===== config.mk =====
export PLATFORM = sky130hd
export DESIGN_NAME = modular_exponentiation
export DESIGN_NICKNAME = d
export VERILOG_FILES = /design/src/sv/mexp_pkg.sv /design/src/sv/mexp_mulmod.sv /design/src/sv/mexp_seq.sv /design/src/sv/modular_exponentiation.sv
export SDC_FILE = /design/constraint.sdc
export NUM_CORES = 2
export LEC_CHECK = 0
export BUFFER_PORTS_ARGS = -buffer_cell sky130_fd_sc_hd__buf_2
export CAP_MARGIN = 30
export CORE_ASPECT_RATIO = 0.9
export CORE_MARGIN = 10
export CORE_UTILIZATION = 30
export CTS_CLUSTER_DIAMETER = 100
export CTS_CLUSTER_SIZE = 25
export DETAILED_ROUTE_END_ITERATION = 12
export HOLD_SLACK_MARGIN = 0.03
export PLACE_DENSITY = 0.45
export SETUP_SLACK_MARGIN = 0.2
export SLEW_MARGIN = 15
export SYNTH_ARGS = -nofsm -noshare
export SYNTH_HDL_FRONTEND = slang
export SYNTH_SLANG_ARGS = --single-unit

===== constraint.sdc =====
create_clock -name clk_i -period 8.35 [get_ports clk_i]
set_clock_uncertainty 0.2 [all_clocks]
set_input_delay 1.2525 -clock clk_i [delete_from_list [all_inputs] [get_ports clk_i]]
set_output_delay 1.2525 -clock clk_i [all_outputs]
set_load 0.02 [all_outputs]

===== src/sv/mexp_pkg.sv =====
// Shared constants, types and state encodings for the modular exponentiation block.
package mexp_pkg;

  localparam int unsigned EXP_WIDTH  = 63;
  localparam int unsigned MOD_WIDTH  = 31;
  localparam int unsigned PROD_WIDTH = 2 * MOD_WIDTH;
  // two quotient bits retired per cycle
  localparam int unsigned DIV_STEPS  = PROD_WIDTH / 2;
  localparam int unsigned CNT_WIDTH  = (DIV_STEPS > 1) ? $clog2(DIV_STEPS) : 1;

  localparam logic [MOD_WIDTH-1:0] MODULUS_RESET = MOD_WIDTH'(64'd1000000007);

  typedef enum logic [1:0] {
    ST_IDLE,
    ST_CHECK,
    ST_MUL,
    ST_SQR
  } seq_state_e;

  typedef enum logic {
    MM_IDLE,
    MM_DIV
  } mm_state_e;

  // response of the shared multiply-reduce unit
  typedef struct packed {
    logic                 done;
    logic [MOD_WIDTH-1:0] value;
  } mm_rsp_t;

endpackage


===== src/sv/mexp_mulmod.sv =====
// Shared multiply-reduce unit: one product, then restoring reduction two bits a cycle.
module mexp_mulmod (
  input  logic                             clk_i,
  input  logic                             rst_ni,
  input  logic                             start_i,
  input  logic [mexp_pkg::MOD_WIDTH-1:0]   op_a_i,
  input  logic [mexp_pkg::MOD_WIDTH-1:0]   op_b_i,
  input  logic [mexp_pkg::MOD_WIDTH-1:0]   modulus_i,
  output mexp_pkg::mm_rsp_t                rsp_o
);

  mexp_pkg::mm_state_e                  state_q, state_d;
  logic [mexp_pkg::CNT_WIDTH-1:0]       cnt_q, cnt_d;
  logic                                 done_q, done_d;
  logic [mexp_pkg::PROD_WIDTH-1:0]      prod_q, prod_d;
  logic [mexp_pkg::MOD_WIDTH-1:0]       rem_q, rem_d;

  logic [mexp_pkg::MOD_WIDTH:0]         mod_ext, t1, t2;
  logic [mexp_pkg::MOD_WIDTH-1:0]       r1, r2;

  // A zero modulus never fails the compare, so the remainder just keeps the
  // low bits of the product: arithmetic modulo 2^MOD_WIDTH.
  always_comb begin
    mod_ext = {1'b0, modulus_i};
    t1 = {rem_q, prod_q[mexp_pkg::PROD_WIDTH-1]};
    r1 = (t1 >= mod_ext) ? mexp_pkg::MOD_WIDTH'(t1 - mod_ext)
                         : mexp_pkg::MOD_WIDTH'(t1);
    t2 = {r1, prod_q[mexp_pkg::PROD_WIDTH-2]};
    r2 = (t2 >= mod_ext) ? mexp_pkg::MOD_WIDTH'(t2 - mod_ext)
                         : mexp_pkg::MOD_WIDTH'(t2);
  end

  always_comb begin
    state_d = state_q;
    cnt_d   = cnt_q;
    done_d  = 1'b0;
    prod_d  = prod_q;
    rem_d   = rem_q;
    unique case (state_q)
      mexp_pkg::MM_IDLE: begin
        if (start_i) begin
          prod_d  = mexp_pkg::PROD_WIDTH'(op_a_i) * mexp_pkg::PROD_WIDTH'(op_b_i);
          rem_d   = '0;
          cnt_d   = mexp_pkg::CNT_WIDTH'(mexp_pkg::DIV_STEPS - 1);
          state_d = mexp_pkg::MM_DIV;
        end
      end
      mexp_pkg::MM_DIV: begin
        rem_d  = r2;
        prod_d = prod_q << 2;
        cnt_d  = cnt_q - 1'b1;
        if (cnt_q == '0) begin
          done_d  = 1'b1;
          state_d = mexp_pkg::MM_IDLE;
        end
      end
      default: state_d = mexp_pkg::MM_IDLE;
    endcase
  end

  always_ff @(posedge clk_i or negedge rst_ni) begin
    if (!rst_ni) begin
      state_q <= mexp_pkg::MM_IDLE;
      cnt_q   <= '0;
      done_q  <= 1'b0;
    end else begin
      state_q <= state_d;
      cnt_q   <= cnt_d;
      done_q  <= done_d;
    end
  end

  always_ff @(posedge clk_i) begin
    prod_q <= prod_d;
    rem_q  <= rem_d;
  end

  assign rsp_o.done  = done_q;
  assign rsp_o.value = rem_q;

endmodule


===== src/sv/mexp_seq.sv =====
// Square-and-multiply sequencer driving the shared multiply-reduce unit.
module mexp_seq (
  input  logic                             clk_i,
  input  logic                             rst_ni,
  input  logic                             start,
  output logic                             busy,
  input  logic [mexp_pkg::MOD_WIDTH-1:0]   base_value_i,
  input  logic [mexp_pkg::EXP_WIDTH-1:0]   exponent_i,
  output logic                             mm_start_o,
  output logic [mexp_pkg::MOD_WIDTH-1:0]   mm_op_a_o,
  output logic [mexp_pkg::MOD_WIDTH-1:0]   mm_op_b_o,
  input  mexp_pkg::mm_rsp_t                mm_rsp_i,
  output logic [mexp_pkg::MOD_WIDTH-1:0]   residue_o,
  output logic                             residue_valid_o
);

  mexp_pkg::seq_state_e                 state_q, state_d;
  logic [mexp_pkg::MOD_WIDTH-1:0]       acc_q, acc_d;
  logic [mexp_pkg::MOD_WIDTH-1:0]       pow_q, pow_d;
  logic [mexp_pkg::EXP_WIDTH-1:0]       exp_q, exp_d;
  logic [mexp_pkg::MOD_WIDTH-1:0]       res_q, res_d;
  logic                                 valid_q, valid_d;

  always_comb begin
    state_d    = state_q;
    acc_d      = acc_q;
    pow_d      = pow_q;
    exp_d      = exp_q;
    res_d      = res_q;
    valid_d    = 1'b0;
    mm_start_o = 1'b0;
    mm_op_a_o  = pow_q;
    mm_op_b_o  = pow_q;
    unique case (state_q)
      mexp_pkg::ST_IDLE: begin
        if (start) begin
          acc_d   = mexp_pkg::MOD_WIDTH'(1);
          pow_d   = base_value_i;
          exp_d   = exponent_i;
          state_d = mexp_pkg::ST_CHECK;
        end
      end
      mexp_pkg::ST_CHECK: begin
        if (exp_q == '0) begin
          res_d   = acc_q;
          valid_d = 1'b1;
          state_d = mexp_pkg::ST_IDLE;
        end else if (exp_q[0]) begin
          mm_start_o = 1'b1;
          mm_op_a_o  = acc_q;
          state_d    = mexp_pkg::ST_MUL;
        end else begin
          mm_start_o = 1'b1;
          state_d    = mexp_pkg::ST_SQR;
        end
      end
      mexp_pkg::ST_MUL: begin
        if (mm_rsp_i.done) begin
          acc_d      = mm_rsp_i.value;
          mm_start_o = 1'b1;
          state_d    = mexp_pkg::ST_SQR;
        end
      end
      mexp_pkg::ST_SQR: begin
        if (mm_rsp_i.done) begin
          pow_d   = mm_rsp_i.value;
          exp_d   = exp_q >> 1;
          state_d = mexp_pkg::ST_CHECK;
        end
      end
      default: state_d = mexp_pkg::ST_IDLE;
    endcase
  end

  always_ff @(posedge clk_i or negedge rst_ni) begin
    if (!rst_ni) begin
      state_q <= mexp_pkg::ST_IDLE;
      valid_q <= 1'b0;
    end else begin
      state_q <= state_d;
      valid_q <= valid_d;
    end
  end

  always_ff @(posedge clk_i) begin
    acc_q <= acc_d;
    pow_q <= pow_d;
    exp_q <= exp_d;
    res_q <= res_d;
  end

  assign busy            = (state_q != mexp_pkg::ST_IDLE);
  assign residue_o       = res_q;
  assign residue_valid_o = valid_q;

endmodule


===== src/sv/modular_exponentiation.sv =====
// Top level of the modular exponentiation block: modulus register, sequencer, shared unit.
//
//  channel   direction  transfer when                 payload
//  --------  ---------  ----------------------------  ------------------------------
//  request   in         start high, busy low          base_value_i, exponent_i
//  result    out        residue_valid_o high          residue_o
//  modulus   in         modulus_we_i high             modulus_wdata_i
//
// Steps: one square-and-multiply step per exponent bit, up to the highest set
//   bit. Each pass through the shared multiply-reduce unit is a launch, then the
//   restoring reduction, and the sequencer takes the value on the unit's
//   registered done strobe. On a set bit the multiply's result cycle also
//   launches the square.
// The shared multiply-reduce unit sets the pace; busy stays high throughout.
// Reset: asynchronous, active low; the modulus returns to 1000000007.
// Stalls: none on the result side; the strobe lasts a single cycle.
module modular_exponentiation (
  input  logic                             clk_i,
  input  logic                             rst_ni,
  input  logic                             start,
  output logic                             busy,
  input  logic [mexp_pkg::MOD_WIDTH-1:0]   base_value_i,
  input  logic [mexp_pkg::EXP_WIDTH-1:0]   exponent_i,
  input  logic                             modulus_we_i,
  input  logic [mexp_pkg::MOD_WIDTH-1:0]   modulus_wdata_i,
  output logic [mexp_pkg::MOD_WIDTH-1:0]   residue_o,
  output logic                             residue_valid_o
);

  logic [mexp_pkg::MOD_WIDTH-1:0] modulus_q, modulus_d;
  logic                           mm_start;
  logic [mexp_pkg::MOD_WIDTH-1:0] mm_op_a, mm_op_b;
  mexp_pkg::mm_rsp_t              mm_rsp;

  // Modulus register, to be written only while idle, which the block leaves to the
  // user; a zero value gives wrap-around arithmetic modulo 2^31 in the reduction unit.
  always_comb begin
    modulus_d = modulus_we_i ? modulus_wdata_i : modulus_q;
  end

  always_ff @(posedge clk_i or negedge rst_ni) begin
    if (!rst_ni) begin
      modulus_q <= mexp_pkg::MODULUS_RESET;
    end else begin
      modulus_q <= modulus_d;
    end
  end

  // Sequencer: walks the exponent from the LSB, multiply on a set bit,
  // square on every bit, and finishes once no set bits remain.
  mexp_seq u_seq (
    .clk_i           (clk_i),
    .rst_ni          (rst_ni),
    .start           (start),
    .busy            (busy),
    .base_value_i    (base_value_i),
    .exponent_i      (exponent_i),
    .mm_start_o      (mm_start),
    .mm_op_a_o       (mm_op_a),
    .mm_op_b_o       (mm_op_b),
    .mm_rsp_i        (mm_rsp),
    .residue_o       (residue_o),
    .residue_valid_o (residue_valid_o)
  );

  // Shared 31x31 multiplier followed by a two-bit-per-cycle restoring reduction.
  mexp_mulmod u_mulmod (
    .clk_i     (clk_i),
    .rst_ni    (rst_ni),
    .start_i   (mm_start),
    .op_a_i    (mm_op_a),
    .op_b_i    (mm_op_b),
    .modulus_i (modulus_q),
    .rsp_o     (mm_rsp)
  );

endmodule


== After elaboration in Yosys (flattened, before gate mapping) ==
Index checks and enable logic that the tools add are counted.
Word-level totals
  memory bits (writable): 0
  input bits: 129
  latch bits: 0
  memories: 0
  word-level logic and storage cells: 71
  memory bits (read-only): 0
  output and inout port bits: 33
  flip-flop bits (word level): 290
Cells by class
  muxes and demuxes: 35
  div/mod/pow operators: 0
  add/subtract/negate cells: 3
  multipliers: 1
  bitwise operators: 1
  eq/ne operators: 7
  reduce and logical (&&, ||, !) cells: 10
  shift operators: 0
  $lt $le $gt $ge: 2
Operators with widths (number)
  31-bit 2-to-1 mux: 9
  31-bit one-hot mux with 2 select lines: 3
  63-bit 2-to-1 mux: 2
  63-bit one-hot mux with 2 select lines: 1
  62-bit one-hot mux with 2 select lines: 1
  32-bit by 31-bit >= comparator with 1-bit output: 2
  63-bit logical NOT: 1
  31-bit by 31-bit multiplier with 62-bit output: 1
  62-bit 2-to-1 mux: 1
  31-bit subtractor: 2
  5-bit one-hot mux with 2 select lines: 1
  1-bit 2-to-1 mux: 9
  3-bit AND reduction: 3
  2-bit 2-to-1 mux: 4
  2-bit inequality test (second input constant): 4
  2-bit one-hot mux with 4 select lines: 1
  2-bit nonzero test: 3
  5-bit logical NOT: 1
  5-bit 2-to-1 mux: 1
  5-bit by 1-bit subtractor with 5-bit output (second input constant): 1
  2-bit == test (second input constant): 2
  1-bit one-hot mux with 2 select lines: 2
  2-bit by 1-bit == test with 1-bit output (second input constant): 1
  2-bit logical NOT: 1
  other kinds (2): 2

== Longest topological paths before layout ==
  word-level depth: 6
  mapped depth: 37

== Hierarchy ==
From an unflattened synthesis, not the netlist that was laid out.
Second synthesis, totals
  cells, all modules: 4760
  area, all modules: 46711.0 um^2
Modules (own cells, without submodules)
  mexp_mulmod: instances 1, cells each 4315, area an instance 38750.9 um^2
  mexp_seq: instances 1, cells each 380, area an instance 6781.5 um^2
  modular_exponentiation: instances 1, cells each 65, area an instance 1178.6 um^2

== Worst setup path before layout ==
No wires, ideal clock.
  path type: reg-to-reg
  start point: register u_seq.exp_q[0] (netlist name)
  end point: register u_mulmod.prod_q[61] (netlist name) (data pin)
  library setup time: 260 ps
  path slack: -518 ps
  period minus slack after synthesis: 8868 ps
  data required time: 7890 ps
  arrival time: 8408 ps
  stages on the path, launching flop included: 34
  cell sequence: edfxtp_1 > nor4_1 > nand4_1 > nor4_1 > nand2b_1 > inv_1 > nand2_1 > buf_2 > nand2_1 > nand2_1 > clkbuf_1 > nand2_1 > fa_1 > fa_1 > fa_1 > fa_1 > inv_1 > fa_1 > fa_1 > fa_1 > inv_1 > fa_1 > inv_1 > ha_1 > clkbuf_1 > nand4_1 > or3_1 > a211o_1 > a311oi_2 > a2bb2oi_2 > a31oi_1 > nor3_2 > o211a_1 > nor3_1
Between the ends
  word-level cells in the longest chain between the ends: 6
  elaborated cells between the ends (all ways): 7
Ends and longest elaborated chain
  from (decl): RTL line mexp_seq.sv:20  | logic [mexp_pkg::EXP_WIDTH-1:0] exp_q, exp_d;
  from (signal assigned): RTL line mexp_seq.sv:88  | exp_q <= exp_d;
  63-bit logical NOT / 31-bit 2-to-1 mux (equally long branches): RTL line mexp_seq.sv:44, mexp_seq.sv:48
  31-bit 2-to-1 mux *: RTL line mexp_seq.sv:44  | if (exp_q == '0) begin
  31-bit 2-to-1 mux *: RTL line mexp_seq.sv:34  | unique case (state_q)
  31-bit by 31-bit multiplier with 62-bit output *: RTL line mexp_mulmod.sv:42  | prod_d = mexp_pkg::PROD_WIDTH'(op_a_i) * mexp_pkg::PROD_WIDTH'(op_b_i);
  62-bit 2-to-1 mux *: RTL line mexp_mulmod.sv:41  | if (start_i) begin
  62-bit one-hot mux with 2 select lines *: RTL line mexp_mulmod.sv:39  | unique case (state_q)
  named net u_mulmod.prod_d (one bit): RTL line mexp_mulmod.sv:15  | logic [mexp_pkg::PROD_WIDTH-1:0] prod_q, prod_d;
  to (signal assigned): RTL line mexp_mulmod.sv:74  | prod_q <= prod_d;
  to (decl): RTL line mexp_mulmod.sv:15
The timed path passes the listed nets; every way through them passes the cells marked *. The select of a mux whose other input is x is not followed.
A chain may end at the register's enable or synchronous reset.

== Worst setup path after layout ==
  start point: register u_seq.exp_q[21] (netlist name)
  end point: register u_mulmod.prod_q[61] (netlist name) (data pin)
Between the ends
  word-level cells in the longest chain between the ends: 6
Ends and longest elaborated chain (RTL line)
  63-bit logical NOT: mexp_seq.sv:44
  31-bit 2-to-1 mux: mexp_seq.sv:44
  31-bit 2-to-1 mux: mexp_seq.sv:34
  31-bit by 31-bit multiplier with 62-bit output: mexp_mulmod.sv:42
  62-bit 2-to-1 mux: mexp_mulmod.sv:41
  62-bit one-hot mux with 2 select lines: mexp_mulmod.sv:39
  named net u_mulmod.prod_d (one bit): mexp_mulmod.sv:15
The timed path passes the listed nets, and every way through them passes these cells. The select of a mux whose other input is x is not followed.

==> results.md <==
* Seq cells post-synth at 290
* First-pass GRT wire length at 238000 um
* Register area at between 8000 and 9000 um^2
* Critical Path Sink Type: flop
* Slew Limit Fails at 0
* Total Routing Usage GR at 0.177
* Post-route cell area at around 56000 um^2
* Post-Syn Instances at just under 5000
* Grt ovf at 0
* TritonCTS clock tree: built
* Status: complete, but fails checks
* Full die area at 173000 um^2
* CTS Buf Count at 20
* Die height at 396 um
* Ratio of cells with drive above 1 in the final layout at 0.210
* Hold Crit Class: reg -> reg
* DP Worst Slack at -1650 ps
* Fin. Hold Viols at 0
* Starting density of the core at 0.303
* Fin nets at 6643
* Max-cap violations at 0
* Worst Path Required at about 8500 ps
* Final WL at around 150000 um
* Final worst slack at -1220 ps
* Area of the multi-input gates at approximately 36000 um^2
* RD Place Congestion at 0.858
* IO Port Bufs at 161
* Placed cells at 7366
* Core area at 155000 um^2
* Post-synthesis sequential area ratio at 0.181
* Clock root buffer: clkbuf_16
* Worst Tran Pin Value at 947 ps
* Synthesized cell area at 47000 um^2
* Failing checks: setup timing
* Slowest stage delay, CP at roughly 640 ps
* Fin crit share at 1.15
* Num rows at ~140
* Syn Area/Cell at 9.58 um^2
* Max FO, Critical Path at 9
* Hold Slack at 299 ps
* Drt first pass iters at 6
* Slowest cell on the critical path: fa_2
* Sink Count at 290
* Number of global-route vias before repair at ~37000
* RSZ-0062 raised after global routing: yes
* Cell mode on critical path: fa_1
* Routed len/inst at around 21 um
* Arrival time worst endpoint at about 10000 ps
* Fill count at 15800
* Relative slew margins at 0.369
* Distinct cell type count after synthesis at 88
* Largest net degree at the start of global routing at 73
* DRT iter0 DRCs at 1974
* Synthesis warning total at 0
* Area growth syn-to-layout at 19.9%
* Post-synth EDFFs at 249
* DRC at 0
* Max Freq at between 100 and 150 MHz
* ANT nets after route at 0
* Post-DP Area at 54000 um^2
* Async SR Flop Fraction at 0.141
* Initial antenna violation count at 4
* Post-Synthesis Net Count at 6203
* Critical path startpoint category: flop
* Setup violations, final at 48
* Post-DR vias/cell at ~4.7
* Worst-path clk slew at roughly 100 ps
* Chip Width at 437 um
* Predominant post-synthesis flop cell: edfxtp_1
* Hpwl dp at between 100000 and 150000 um
* Post-route minimum period at 9570 ps
* Vias at 35200
* Clock buffer depth at 3
* Critical path type: reg -> reg
* Io pins at 162
* H-Tree Depth at 1
* Non-Filler Instances at 7455
* Worst-Skew Late Latency at around 590 ps
[synthesized netlist by cell type (all sizes together) (32+ instances only)]
cell	n	area, um^2
a21o	55	413
a21oi	122	618
and2	522	3270
clkbuf	252	948
edfxtp	249	7480
fa	839	16800
ha	323	4040
inv	838	3150
mux2	104	1170
nand2	750	2820
nand3	35	185
nand4	32	200
nor2	132	498
o21ai	178	898
xnor2	61	534
xor2	41	359
[layout make-up]
type | instances | share of cell area
Antenna cell | 4 | 0.000177
Clock buffer | 24 | 0.00969
Clock inverter | 12 | 0.00297
Inverter | 838 | 0.0558
Multi-Input combinational cell | 3512 | 0.632
Sequential cell | 290 | 0.151
Tap cell | 2085 | 0.0463
Timing Repair Buffer | 690 | 0.102
[critical path, delay by kind of cell (launching register included)]
kind / cells / cell delay, ps
fa+ha+maj: 9 / 4500
simple gates: 12 / 2100
flops: 1 / 410
compound gates: 5 / 1030
buf+inv: 8 / 1030
[layout by cell type, fill, tap and decap left out, drive strengths merged, types with 17 or more instances in the layout]
cell type and count:
a31oi 22, ha 323, nor4 23, a211oi 22, o21a 28, o21bai 17
buf 689, a21o 55, nand4 32, a21oi 122, nor2 134, and2 522
fa 839, xnor2 61, inv 843, nand3 35, nand2 751, xor2 41
edfxtp 249, mux2 104, dfrtp 25, clkbuf 25, nor3 30, o21ai 178
mux2i 26
[worst paths after layout]
kind / startpoint / endpoint / slack, ps / depth (start not counted)
worst min register to register: u_mulmod.cnt_q[3] / u_mulmod.cnt_q[3] / 300 / 1
worst max-delay path: u_seq.exp_q[21] / u_mulmod.prod_q[61] / -1220 / 34
worst min-delay path: u_mulmod.cnt_q[3] / u_mulmod.cnt_q[3] / 300 / 1
min in group asynchronous: rst_ni / modulus_q[21] / 520 / 2
max in group asynchronous: rst_ni / u_mulmod.state_q / 6970 / 2
worst max register to register: u_seq.exp_q[21] / u_mulmod.prod_q[61] / -1220 / 34
[routing by layer]
metal	wire [um]	up-vias	GRT usage	part of all wire
li1	-	16200	-	-
met1	76800	18100	0.270	0.50
met2	66800	748	0.271	0.43
met3	7440	109	0.0201	0.048
met4	2600	0	0.0276	0.017
met5	0	-	0	0
[metrics by stage]
stage / util / setup TNS (ps)
6_report: 0.363 / -36240
5_1_grt: 0.363 / -52960
4_1_cts: 0.358 / -40430
3_5_place_dp: 0.347 / -54270
3_3_place_gp: 0.347 / -53670
2_1_floorplan: - / -9.05
[state kept, by name (all words and copies together), names as in the netlist, 5 cells and up]
| register | count |
|---|---|
| u_seq.mm_op_b_o | 31 |
| u_mulmod.prod_q | 62 |
| u_mulmod.cnt_q | 5 |
| modulus_q | 31 |
| u_seq.acc_q | 31 |
| u_seq.exp_q | 63 |
| u_mulmod.rem_q | 31 |
| u_seq.residue_o | 31 |
[cells by family (layout without fill, tap and decap cells)]
logic type | after synthesis | in the layout | share of synthesized area
fa+ha+maj | 1162 | 1162 | 0.443
buf+inv | 1113 | 1564 | 0.0900
other cells | 0 | 4 | 0
compound gates | 520 | 520 | 0.0712
xor+xnor | 102 | 102 | 0.0190
flops | 290 | 290 | 0.181
mux | 130 | 130 | 0.0305
simple gates | 1595 | 1598 | 0.165
[repair_timing]
item                       in CTS  in global routing
hold buffers                    0                  0
gates cloned                    3                  1
gates resized for setup       191                101
buffers inserted               21                 22
pin swaps                      50                 47
setup endpoints to repair      52                 52
Power is left out: the tool's default activity adds up to more than one toggle a clock period on the data nets, which glitch-free logic cannot reach.
